$ cat src/rtl/law_pkg.sv
// ----------------------------------------------------------------------------
// Life automaton window package
// Shared word types, register codes, sizes and the Life rule function.
// ----------------------------------------------------------------------------
`default_nettype none

package law_pkg;

  localparam int unsigned CFG_W           = 11;
  localparam int unsigned OUT_ROW_W       = 10;
  localparam int unsigned OUT_COL_W       = 10;
  localparam int unsigned DEF_MAX_COLUMNS = 1024;
  localparam int unsigned DEF_MAX_ROWS    = 1024;
  localparam int unsigned OUT_FIFO_DEPTH  = 8;
  localparam int unsigned BIRTH_COUNT     = 3;
  localparam int unsigned SURVIVE_COUNT   = 2;

  localparam logic [CFG_W-1:0] BOARD_COLUMNS_RESET = 11'd1024;
  localparam logic [CFG_W-1:0] BOARD_ROWS_RESET    = 11'd1024;

  // Configuration register indexes.
  localparam logic REG_BOARD_COLUMNS = 1'b0;
  localparam logic REG_BOARD_ROWS    = 1'b1;

  // Input word codes.
  localparam logic OP_CELL  = 1'b0;
  localparam logic OP_FLUSH = 1'b1;

  typedef struct packed {
    logic op;
    logic cell_alive;
  } law_in_t;

  typedef struct packed {
    logic                 next_alive;
    logic [OUT_ROW_W-1:0] out_row;
    logic [OUT_COL_W-1:0] out_col;
    logic                 run_end;
    logic                 frame_end;
  } law_out_t;

  // Last valid index for a size register: zero acts as one, oversize as max.
  function automatic int unsigned clamp_last(int unsigned v, int unsigned max_v);
    int unsigned r;
    if (v == 0) begin
      r = 0;
    end else if (v > max_v) begin
      r = max_v - 1;
    end else begin
      r = v - 1;
    end
    return r;
  endfunction

  // B3/S23 rule on a 3x3 window; bit 4 is the center cell.
  function automatic logic life_next(logic [8:0] w);
    logic [3:0] n;
    n = 4'd0;
    for (int i = 0; i < 9; i++) begin
      if (i != 4) begin
        n = n + {3'd0, w[i]};
      end
    end
    return (n == 4'(BIRTH_COUNT)) || (w[4] && (n == 4'(SURVIVE_COUNT)));
  endfunction

endpackage

`default_nettype wire

$ cat src/rtl/law_out_fifo.sv
// ----------------------------------------------------------------------------
// Life automaton window result queue
// Takes up to two result words a cycle and hands out one unless stalled.
// ----------------------------------------------------------------------------
`default_nettype none

module law_out_fifo #(
  parameter int unsigned DEPTH = law_pkg::OUT_FIFO_DEPTH
) (
  input  wire logic                           clk_i,
  input  wire logic                           rst_ni,
  input  wire logic [1:0]                     push_cnt_i,
  input  wire law_pkg::law_out_t              push_a_i,
  input  wire law_pkg::law_out_t              push_b_i,
  output logic [$clog2(DEPTH+1)-1:0]          count_o,
  output logic                                out_valid_o,
  input  wire logic                           out_stall_i,
  output law_pkg::law_out_t                   out_data_o
);
  import law_pkg::*;

  localparam int unsigned PTR_W = $clog2(DEPTH);
  localparam int unsigned CNT_W = $clog2(DEPTH+1);

  law_out_t           entry_q [DEPTH];
  logic [PTR_W-1:0]   wr_ptr_q, wr_ptr_d;
  logic [PTR_W-1:0]   rd_ptr_q, rd_ptr_d;
  logic [CNT_W-1:0]   count_q, count_d;
  logic               pop;

  assign pop         = (count_q != '0) && !out_stall_i;
  assign out_valid_o = (count_q != '0);
  assign out_data_o  = entry_q[rd_ptr_q];
  assign count_o     = count_q;

  always_comb begin
    wr_ptr_d = wr_ptr_q + PTR_W'(push_cnt_i);
    rd_ptr_d = rd_ptr_q + PTR_W'(pop);
    count_d  = count_q + CNT_W'(push_cnt_i) - CNT_W'(pop);
  end

  always_ff @(posedge clk_i or negedge rst_ni) begin
    if (!rst_ni) begin
      wr_ptr_q <= '0;
      rd_ptr_q <= '0;
      count_q  <= '0;
    end else begin
      wr_ptr_q <= wr_ptr_d;
      rd_ptr_q <= rd_ptr_d;
      count_q  <= count_d;
    end
  end

  always_ff @(posedge clk_i) begin
    if (push_cnt_i != 2'd0) begin
      entry_q[wr_ptr_q] <= push_a_i;
    end
    if (push_cnt_i == 2'd2) begin
      entry_q[wr_ptr_q + PTR_W'(1)] <= push_b_i;
    end
  end

endmodule

`default_nettype wire

$ cat src/rtl/life_automaton_window.sv
// ----------------------------------------------------------------------------
// Life automaton window
// One B3/S23 generation over a raster-order cell stream, line stores in RAM.
// ----------------------------------------------------------------------------
// Each line store read is registered; the results then enter the queue.
// Throughput: one input word per cycle unless stalled for queue room; the
// 2-bit line store RAM is read and written at most once per cycle and the
// result queue drains one word a cycle unless the output stalls. Reset
// clears all control state at once; the line store is not cleared, since
// reads for rows above the board are masked to dead cells.
`default_nettype none

module life_automaton_window #(
  parameter int unsigned MAX_COLUMNS = law_pkg::DEF_MAX_COLUMNS,
  parameter int unsigned MAX_ROWS    = law_pkg::DEF_MAX_ROWS
) (
  input  wire logic                      clk_i,
  input  wire logic                      rst_ni,
  input  wire logic                      in_valid_i,
  output logic                           in_stall_o,
  input  wire law_pkg::law_in_t          in_data_i,
  output logic                           out_valid_o,
  input  wire logic                      out_stall_i,
  output law_pkg::law_out_t              out_data_o,
  input  wire logic                      cfg_we_i,
  input  wire logic                      cfg_index_i,
  input  wire logic [law_pkg::CFG_W-1:0] cfg_data_i
);
  import law_pkg::*;

  // Column index and row count widths follow the board limits.
  localparam int unsigned COL_W  = (MAX_COLUMNS > 1) ? $clog2(MAX_COLUMNS) : 1;
  localparam int unsigned ROW_W  = $clog2(MAX_ROWS + 1);
  localparam int unsigned QCNT_W = $clog2(OUT_FIFO_DEPTH + 1);

  // Board size, stored as last column index and last row index.
  logic [COL_W-1:0] last_col_q, last_col_d;
  logic [ROW_W-1:0] last_row_q, last_row_d;

  // Raster position of the next expected word and the drain flag.
  logic [COL_W-1:0] col_q, col_d;
  logic [ROW_W-1:0] row_q, row_d;
  logic             draining_q, draining_d;

  // Line store: bit 1 is the row two above, bit 0 the row just above.
  logic [1:0]       line_mem [MAX_COLUMNS];
  logic [1:0]       rd_q;

  // Second stage: the word whose line store read is in flight.
  logic             s1_valid_q;
  logic [COL_W-1:0] s1_col_q;
  logic [ROW_W-1:0] s1_row_q;
  logic             s1_cur_q;
  logic             s1_last_q;
  logic             s1_drain_q;
  logic             s1_fwd_q;
  logic             s1_fwd_up_q;
  logic             s1_fwd_mid_q;

  logic [8:0]       win_q, win_d;

  logic             take;
  logic             last0;
  logic             cur0;
  logic             fwd0;
  logic [QCNT_W-1:0] q_count;
  logic [QCNT_W:0]  q_need;

  logic             raw_up, raw_mid, up1, mid1;
  logic [8:0]       w0, w1, w2;
  logic             emit_a, emit_b;
  logic [31:0]      row_m1, col_m1, col_w;
  law_out_t         res_a, res_b, push_a;
  logic [1:0]       push_cnt;

  // --------------------------------------------------------------------------
  // Input side. A word is taken whenever the result queue keeps room for the
  // word in flight and this one (two results each at most). A word of the
  // wrong kind (flush while cells are expected, or the reverse) is taken and
  // dropped without touching any state.
  // --------------------------------------------------------------------------
  assign q_need     = (QCNT_W+1)'(q_count) + (s1_valid_q ? (QCNT_W+1)'(2) : '0);
  assign in_stall_o = (q_need > (QCNT_W+1)'(OUT_FIFO_DEPTH - 2));

  assign take  = in_valid_i && !in_stall_o &&
                 ((in_data_i.op == OP_FLUSH) == draining_q);
  assign last0 = (col_q == last_col_q);
  assign cur0  = draining_q ? 1'b0 : in_data_i.cell_alive;

  // The entry written this cycle by the second stage is read now with its old
  // contents; this only happens on one-column boards, and the fresh values are
  // carried along instead.
  assign fwd0 = s1_valid_q && (s1_col_q == col_q);

  always_comb begin
    last_col_d = last_col_q;
    last_row_d = last_row_q;
    col_d      = col_q;
    row_d      = row_q;
    draining_d = draining_q;
    if (cfg_we_i) begin
      unique case (cfg_index_i)
        REG_BOARD_COLUMNS: begin
          last_col_d = COL_W'(clamp_last(32'(cfg_data_i), MAX_COLUMNS));
        end
        REG_BOARD_ROWS: begin
          last_row_d = ROW_W'(clamp_last(32'(cfg_data_i), MAX_ROWS));
        end
        default: begin
        end
      endcase
      // Any write restarts the frame.
      col_d      = '0;
      row_d      = '0;
      draining_d = 1'b0;
    end else if (take) begin
      if (!last0) begin
        col_d = col_q + COL_W'(1);
      end else begin
        col_d = '0;
        if (draining_q) begin
          row_d      = '0;
          draining_d = 1'b0;
        end else begin
          row_d = row_q + ROW_W'(1);
          if (row_q == last_row_q) begin
            draining_d = 1'b1;
          end
        end
      end
    end
  end

  always_ff @(posedge clk_i or negedge rst_ni) begin
    if (!rst_ni) begin
      last_col_q <= COL_W'(clamp_last(32'(BOARD_COLUMNS_RESET), MAX_COLUMNS));
      last_row_q <= ROW_W'(clamp_last(32'(BOARD_ROWS_RESET), MAX_ROWS));
      col_q      <= '0;
      row_q      <= '0;
      draining_q <= 1'b0;
      s1_valid_q <= 1'b0;
      win_q      <= '0;
    end else begin
      last_col_q <= last_col_d;
      last_row_q <= last_row_d;
      col_q      <= col_d;
      row_q      <= row_d;
      draining_q <= draining_d;
      s1_valid_q <= take;
      win_q      <= win_d;
    end
  end

  always_ff @(posedge clk_i) begin
    if (take) begin
      s1_col_q     <= col_q;
      s1_row_q     <= row_q;
      s1_cur_q     <= cur0;
      s1_last_q    <= last0;
      s1_drain_q   <= draining_q;
      s1_fwd_q     <= fwd0;
      s1_fwd_up_q  <= mid1;
      s1_fwd_mid_q <= s1_cur_q;
    end
  end

  // --------------------------------------------------------------------------
  // Line store RAM: registered read on the first stage, write back of the
  // shifted column on the second stage.
  // --------------------------------------------------------------------------
  always_ff @(posedge clk_i) begin
    if (take) begin
      rd_q <= line_mem[col_q];
    end
    if (s1_valid_q) begin
      line_mem[s1_col_q] <= {mid1, s1_cur_q};
    end
  end

  // --------------------------------------------------------------------------
  // Second stage: build the new window column, shift the window and form the
  // results. Rows above the board read as dead, so old RAM contents from an
  // earlier frame never count.
  // --------------------------------------------------------------------------
  always_comb begin
    raw_up  = s1_fwd_q ? s1_fwd_up_q  : rd_q[1];
    raw_mid = s1_fwd_q ? s1_fwd_mid_q : rd_q[0];
    up1     = (s1_row_q >= ROW_W'(2)) ? raw_up  : 1'b0;
    mid1    = (s1_row_q >= ROW_W'(1)) ? raw_mid : 1'b0;

    // The window restarts empty at every row start, giving a dead left border.
    w0 = (s1_col_q == '0) ? 9'd0 : win_q;
    w1 = {s1_cur_q, mid1, up1, w0[8:3]};
    // At the row end one more dead column is shifted in for the last cell.
    w2 = {3'b000, w1[8:3]};

    win_d = win_q;
    if (cfg_we_i) begin
      win_d = '0;
    end else if (s1_valid_q) begin
      win_d = s1_last_q ? w2 : w1;
    end
  end

  always_comb begin
    row_m1 = 32'(s1_row_q) - 32'd1;
    col_m1 = 32'(s1_col_q) - 32'd1;
    col_w  = 32'(s1_col_q);

    emit_a = s1_valid_q && (s1_row_q != '0) && (s1_col_q != '0);
    emit_b = s1_valid_q && (s1_row_q != '0) && s1_last_q;

    res_a.next_alive = life_next(w1);
    res_a.out_row    = row_m1[OUT_ROW_W-1:0];
    res_a.out_col    = col_m1[OUT_COL_W-1:0];
    res_a.run_end    = !s1_last_q;
    res_a.frame_end  = 1'b0;

    res_b.next_alive = life_next(w2);
    res_b.out_row    = row_m1[OUT_ROW_W-1:0];
    res_b.out_col    = col_w[OUT_COL_W-1:0];
    res_b.run_end    = 1'b1;
    res_b.frame_end  = s1_drain_q;

    push_a   = emit_a ? res_a : res_b;
    push_cnt = 2'({1'b0, emit_a}) + 2'({1'b0, emit_b});
  end

  // --------------------------------------------------------------------------
  // Result queue: parts the computing stages from the output handshake.
  // --------------------------------------------------------------------------
  law_out_fifo #(
    .DEPTH (OUT_FIFO_DEPTH)
  ) u_out_fifo (
    .clk_i       (clk_i),
    .rst_ni      (rst_ni),
    .push_cnt_i  (push_cnt),
    .push_a_i    (push_a),
    .push_b_i    (res_b),
    .count_o     (q_count),
    .out_valid_o (out_valid_o),
    .out_stall_i (out_stall_i),
    .out_data_o  (out_data_o)
  );

`ifndef SYNTH
  // The raster column never passes the last column of the board.
  a_col_in_board: assert property (@(posedge clk_i) disable iff (!rst_ni)
    col_q <= last_col_q)
    else $error("column position beyond board width");

  // Draining only ever follows the last board row.
  a_drain_row: assert property (@(posedge clk_i) disable iff (!rst_ni)
    draining_q |-> (32'(row_q) == 32'(last_row_q) + 32'd1))
    else $error("drain flag set away from the row below the board");

  // The reserve on the input side keeps the result queue from overflowing.
  a_queue_room: assert property (@(posedge clk_i) disable iff (!rst_ni)
    32'(q_count) + 32'(push_cnt) <= 32'(OUT_FIFO_DEPTH))
    else $error("result queue overflow");

  // A result that ends the frame always ends its run too.
  a_frame_end_run_end: assert property (@(posedge clk_i) disable iff (!rst_ni)
    (out_valid_o && out_data_o.frame_end) |-> out_data_o.run_end)
    else $error("frame end without run end");
`endif

endmodule

`default_nettype wire
$ cat config.mk
export PLATFORM = sky130hd
export DESIGN_NAME = life_automaton_window
export DESIGN_NICKNAME = d
export VERILOG_FILES = /design/src/rtl/law_pkg.sv /design/src/rtl/law_out_fifo.sv /design/src/rtl/life_automaton_window.sv
export SDC_FILE = /design/constraint.sdc
export NUM_CORES = 2
export LEC_CHECK = 0
export CAP_MARGIN = 20
export CORE_AREA = 2 2 323 485
export CTS_CLUSTER_DIAMETER = 50
export DETAILED_ROUTE_END_ITERATION = 8
export DIE_AREA = 0 0 325 487
export DONT_BUFFER_PORTS = 1
export PLACE_DENSITY = 0.79
export SYNTH_ARGS = -nofsm -noshare
export SYNTH_HDL_FRONTEND = slang
export SYNTH_HIERARCHICAL = 1
export SYNTH_SLANG_ARGS = --single-unit
$ cat constraint.sdc
create_clock -name clk_i -period 49.6 [get_ports clk_i]
set_clock_uncertainty 0.05 [all_clocks]
set_input_delay 0 -clock clk_i [delete_from_list [all_inputs] [get_ports clk_i]]
set_output_delay 0 -clock clk_i [all_outputs]
set_load 0.02 [all_outputs]
# Word level (Yosys, flattened, before mapping)
# Memory sizes are Yosys's and may differ from the RTL's. A register that Yosys moved wholly into a read port is not among the register bits.
# Index checks and enable logic that the tools add are counted.
[word_totals] mem_count=2 ram_bits=2232 word_cells=113 in_bits=19 output_inout_bits=25 reg_bits=90
[classes] eq_ne=9 n_addsub=23 bitwise=1 reduce_logical=26 mux=30 magnitude_cmp=4
[memory_table] memory="line_mem" depth=1024 width=2 rd=1 rd_ports_with_merged_regs=1 write_ports=1 line_no="life_automaton_window.sv:46" text="logic [1:0] line_mem [MAX_COLUMNS];"
[memory_table] memory="u_out_fifo.entry_q" depth=8 width=23 rd=1 rd_ports_with_merged_regs=0 write_ports=2 line_no="law_out_fifo.sv:25" text="law_out_t entry_q [DEPTH];"
[op_table] cell="2-to-1 mux 11 bit" count=6
[op_table] cell="2-to-1 mux 9 bit" count=4
[op_table] cell="2-to-1 mux 10 bit" count=3
[op_table] cell="2-to-1 mux 23 bit" count=1
[op_table] cell="adder 4 x 1 -> 4 bit" count=5
[op_table] cell="== test 10 bit" count=2
[op_table] cell="subtractor 10 x 1 -> 10 bit, second input constant" count=2
[op_table] cell="== test 4 x 2 -> 1 bit, second input constant" count=4
[op_table] cell="2-to-1 mux 1 bit" count=15
[op_table] cell="adder 11 x 1 -> 11 bit, second input constant" count=1
[op_table] cell="== test 11 bit" count=1
[op_table] cell="greater-or-equal comparator 11 x 1 -> 1 bit, second input constant" count=1
[op_table] cell="greater-or-equal comparator 11 x 2 -> 1 bit, second input constant" count=1
[op_table] cell="> comparator 11 bit, second input constant" count=1
[op_table] cell="logical NOT 11 bit" count=1
[op_table] cell="nonzero test 11 bit" count=1
[op_table] cell="subtractor 11 x 1 -> 11 bit, second input constant" count=1
[op_table] cell="adder 10 x 1 -> 10 bit, second input constant" count=1
[op_table] cell="logical NOT 10 bit" count=1
[op_table] cell="nonzero test 10 bit" count=1
[op_table] cell="logical AND 1 bit" count=9
[op_table] cell="adder 3 x 1 -> 4 bit" count=2
[op_table] cell="nonzero test 2 bit" count=4
[op_table] cell="adder 1 x 1 -> 2 bit" count=3
[op_table] cell="other kinds (16)" count=22

# Logic depth before layout (Yosys ltp)
[logic_depth] depth_word=13 mapped_depth=19 ltp_nobuf=17

# By module
# The synthesis kept the hierarchy.
[modules_own_cells] mod="life_automaton_window" cells_per_inst=5280 n_inst=1 area_per_inst_um2=88160.8
[modules_own_cells] mod="law_out_fifo" cells_per_inst=539 n_inst=1 area_per_inst_um2=9749.4

# Worst setup path before layout
# Ideal clock, no wire load.
[synth_path] path_type="register -> register" start="reg s1_row_q[1]" end="mem line_mem[0][1], data pin" path_stages_with_launch=3 t_required_ps=43207 setup_ps=6343 path_slack_ps=12127 arrival_time_ps=31080 cell_sequence="edfxtp_1 -> nor2_1 -> a31oi_1"
[synth_via] elab_chain_len=2
[synth_rtl] element="start: declaration" line_no="life_automaton_window.sv:52" text="logic [ROW_W-1:0] s1_row_q;"
[synth_rtl] element="start signal: assignment" line_no="life_automaton_window.sv:157" text="s1_row_q <= row_q;"
[synth_rtl] element="greater-or-equal comparator 11 x 1 -> 1 bit" line_no="life_automaton_window.sv:189" text="mid1 = (s1_row_q >= ROW_W'(1)) ? raw_mid : 1'b0;"
[synth_rtl] element="2-to-1 mux 1 bit" line_no="life_automaton_window.sv:189"
[synth_rtl] element="via mid1" line_no="life_automaton_window.sv:69" text="logic raw_up, raw_mid, up1, mid1;"
[synth_rtl] element="end: declaration" line_no="life_automaton_window.sv:46"
# The timed path passes the listed nets, and every way through them passes these cells.

==> summary.txt <==
Clk Tree Root Cell: clkbuf_16
Worst setup margin: 43530 ps
NetSw: 0.00124 W
Maximum vdd ir drop: 0.0000475 V
Vias in the first global route: 57.2k
Cell internal pwr: 0.00339 W
Synth area leader: edfxtp_1
WL per Instance: 34.9 um
Largest family of logic cells by synthesized area: multiplexers
GPL Wtd Cong: 0.904
Buffers added on ports: 0
Gr ovfl total: 0
Placed Cells: 7576
Post-synthesis compound-gate area fraction: 3.15%
Die area: 158000 um2
Adder and majority gate portion of the synthesized area: 0.496%
Max_slew headroom: 7.24%
Crit path max fanout: 89
Post-synth EDFFs: 2261
Top FF cell, synth: edfxtp_1
Pwr Density: 43.3 nW/um2
Synth Cell Area: 97900 um2
Vias: 56.7k
TritonCTS clock tree: done
Post-Syn Area per Cell: 16.8 um2
Clk sinks: 2321
# rows: 177
Fraction of layout instances using a drive strength above 1: 20.8%
Arr. time, crit path: 6600 ps
CTS clk-pin slew, worst paths: 70 ps
Gr usage total: 35.4%
Min-Delay Path Class: primary input to flop
Syn-to-layout area delta: 9.24%
Initial Utilization: 63.4%
Maxcap violations: 0
Switching part of the total: 26.8%
DR iter-0 viols: 9773
Crit path required time: 50140 ps
Min Clock Period, post-route: 6070 ps
Setup Viol. Count Final: 0
Drt first pass iters: 8
Io pins: 44
Static Leak: 32.8 nW
Tcrit/Tclk final: 12.2%
Post-Route WL: 279000 um
Top post-synthesis cells by area: edfxtp_1, mux4_2, nor2_1
Mux cell area share after synthesis: 15.9%
DRC Markers: 0
Fraction of registers with async set/reset: 2.59%
Final hold violation count: 0
Synth Area in Simple Gates: 6.56%
Top-area cell type share of the netlist area: 69.3%
Synthesized instance count: 5819
DP Area: 100000 um2
Nature of the critical path startpoint: flop
First-pass GRT wire length: 396000 um
Hold-fix buffers, CTS: 43
Clock share of power: 32.1%
Seq pwr share: 49.1%
Largest net degree at the start of global routing: 279
Finished Layout Cells: 8007
Fin area: 107000 um2
Setup TNS: 0 ps
Antenna violations before repair: 10
Max frequency: 0.165 GHz
Total CTS buffers: 193
Setup crit end kind: flop
Setup repair after global routing missed its margin: no
Outcome: complete, no violations
Nets: 5828
Core Area: 154000 um2
Setup bufs post-CTS: 0
Vias per cell: 7.09
Seq/Total Area, Yosys: 70.9%
Skew-Pair Late Insertion Delay: 840 ps
Worst Path Class, Setup: flop to flop
H-tree levels: 4
DPL Wire Length: 155000 um
Register bit count reported by yosys: 2321
Setup WS pre-CTS: 43530 ps
Slew Limit Fails: 0
Warnings, synthesis: 6
Antenna viol nets, final: 0
Combinational share of power: 18.8%
CTS-repair resized insts: 0
Longest Clk Path Bufs: 3
Die W: 325 um
Netlist cell types: 88
Die height: 487 um
Slew @ Worst Pin: 1390 ps
Xor/xnor share of the synthesized area: 0.606%
-- cells by family (layout without fill, tap and decap cells) --
family / after synthesis / in the layout
other: 1 / 27
xor gates and xnor gates: 66 / 66
AOI/OAI and AO/OA: 444 / 444
muxes: 909 / 909
DFF: 2321 / 2321
adders and majority gates: 34 / 34
buffers and inverters: 490 / 594
and+or+nand+nor: 1554 / 1554
-- routing by layer --
metal  GRT usage [%]  vias up  share of wire [%]
met5           0.337        -              0.026
met3            8.24     1176                 13
met1            41.7    28400                 30
met4            27.1        2                9.0
met2            56.9     4676                 48
li1                -    22500                  -
-- synth_stat cells (all sizes together) (24+ instances only) --
cell and n:
ha 26, buf 190, mux2i 199, inv 32
mux4 490, a21oi 63, a22oi 82, o21ai 89
xnor2 47, mux2 220, clkbuf 266, nand3 39
dfrtp 40, edfxtp 2261, a211oi 28, and2 26
and3 24, nor2 1088, nand2 239, a221oi 37
-- area by class of cell --
type                    instances  area, um2
flip-flops and latches       2321      69400
clock inverters               108        948
clock buffers                 242       5080
fillers                      9309      47400
diodes                         19       47.5
repair buffers                210       2270
inverters                      34        130
multi-input cells            3015      26500
well taps                    2058       2570
-- cells in the final DEF (no fill, tap or decap), types with 20 or more instances in the layout --
cell type / instances
clkinv_1: 50
dfrtp_1: 31
a22oi_1: 82
o211ai_1: 22
o21ai_0: 83
mux2_2: 219
buf_4: 132
ha_1: 26
a211oi_1: 28
clkinv_2: 24
nor3_1: 22
dlygate4sd3_1: 41
nor2_1: 1083
a21oi_1: 63
nand2_2: 25
edfxtp_1: 2261
buf_16: 23
and2_1: 25
clkbuf_1: 45
nand3_1: 38
mux4_2: 478
xnor2_1: 46
mux2i_1: 199
nand2_1: 207
inv_1: 31
a221oi_1: 37
clkbuf_16: 195
dfstp_2: 20
and3_1: 24
-- per-stage QoR --
| stage | power [W] | hold WS (ps) | util (%) |
|---|---|---|---|
| CTS | 0.00461 | 50.6 | 69.0 |
| finish | 0.00463 | 70.0 | 69.3 |
| detailed placement | 0.00315 | -343 | 64.8 |
| global route | 0.00473 | 125 | 69.3 |
| global placement | 0.00314 | -343 | 64.6 |
| floorplan | 0.00306 | -346 | - |
-- critical path, stage by stage (launching register included) --
cell and delay, ps:
dfrtp_4 880, buf_12 470, buf_4 750, buf_4 780, mux4_1 670, a22oi_1 220, a21oi_1 100, or4_1 650
a21oi_1 280, a311o_1 170, a41oi_1 150, a32o_1 260
-- final timing paths --
check	start	to	slack, ps	cells after the start
max	col_q[0]$_DFFE_PN0P_	rd_q[1]$_DFFE_PP_	43530	11
min	cfg_data_i[9]	last_col_q[9]$_DFFE_PN1P_	70	4
max reg2reg	col_q[0]$_DFFE_PN0P_	rd_q[1]$_DFFE_PP_	43530	11
min reg2reg	last_row_q[6]$_DFFE_PN1P_	last_row_q[6]$_DFFE_PN1P_	440	2
max in group asynchronous	rst_ni	col_q[1]$_DFFE_PN0P_	48820	4
min in group asynchronous	rst_ni	u_out_fifo/count_o[2]$_DFF_PN0_	330	4
-- state kept, by name, indices dropped and copies added, names as in the netlist, 6 cells and up --
signal / flops
line_mem: 2048
win_q: 6
s1_col_q: 10
col_q: 10
u_out_fifo/entry_q: 184
s1_row_q: 11
last_col_q: 10
last_row_q: 11
row_q: 11
-- power groups by stage --
| stage | Clock [W] | Sequential, W | Combinational (W) |
|---|---|---|---|
| 2_1_floorplan | 0 | 0.00245 | 0.000613 |
| 3_3_place_gp | 0 | 0.00231 | 0.000822 |
| 3_5_place_dp | 0 | 0.00232 | 0.000837 |
| 4_1_cts | 0.00148 | 0.00227 | 0.000850 |
| 5_1_grt | 0.00156 | 0.00228 | 0.000903 |
| 6_report | 0.00149 | 0.00227 | 0.000868 |
No activity file was read; power rests on OpenSTA's default activity.
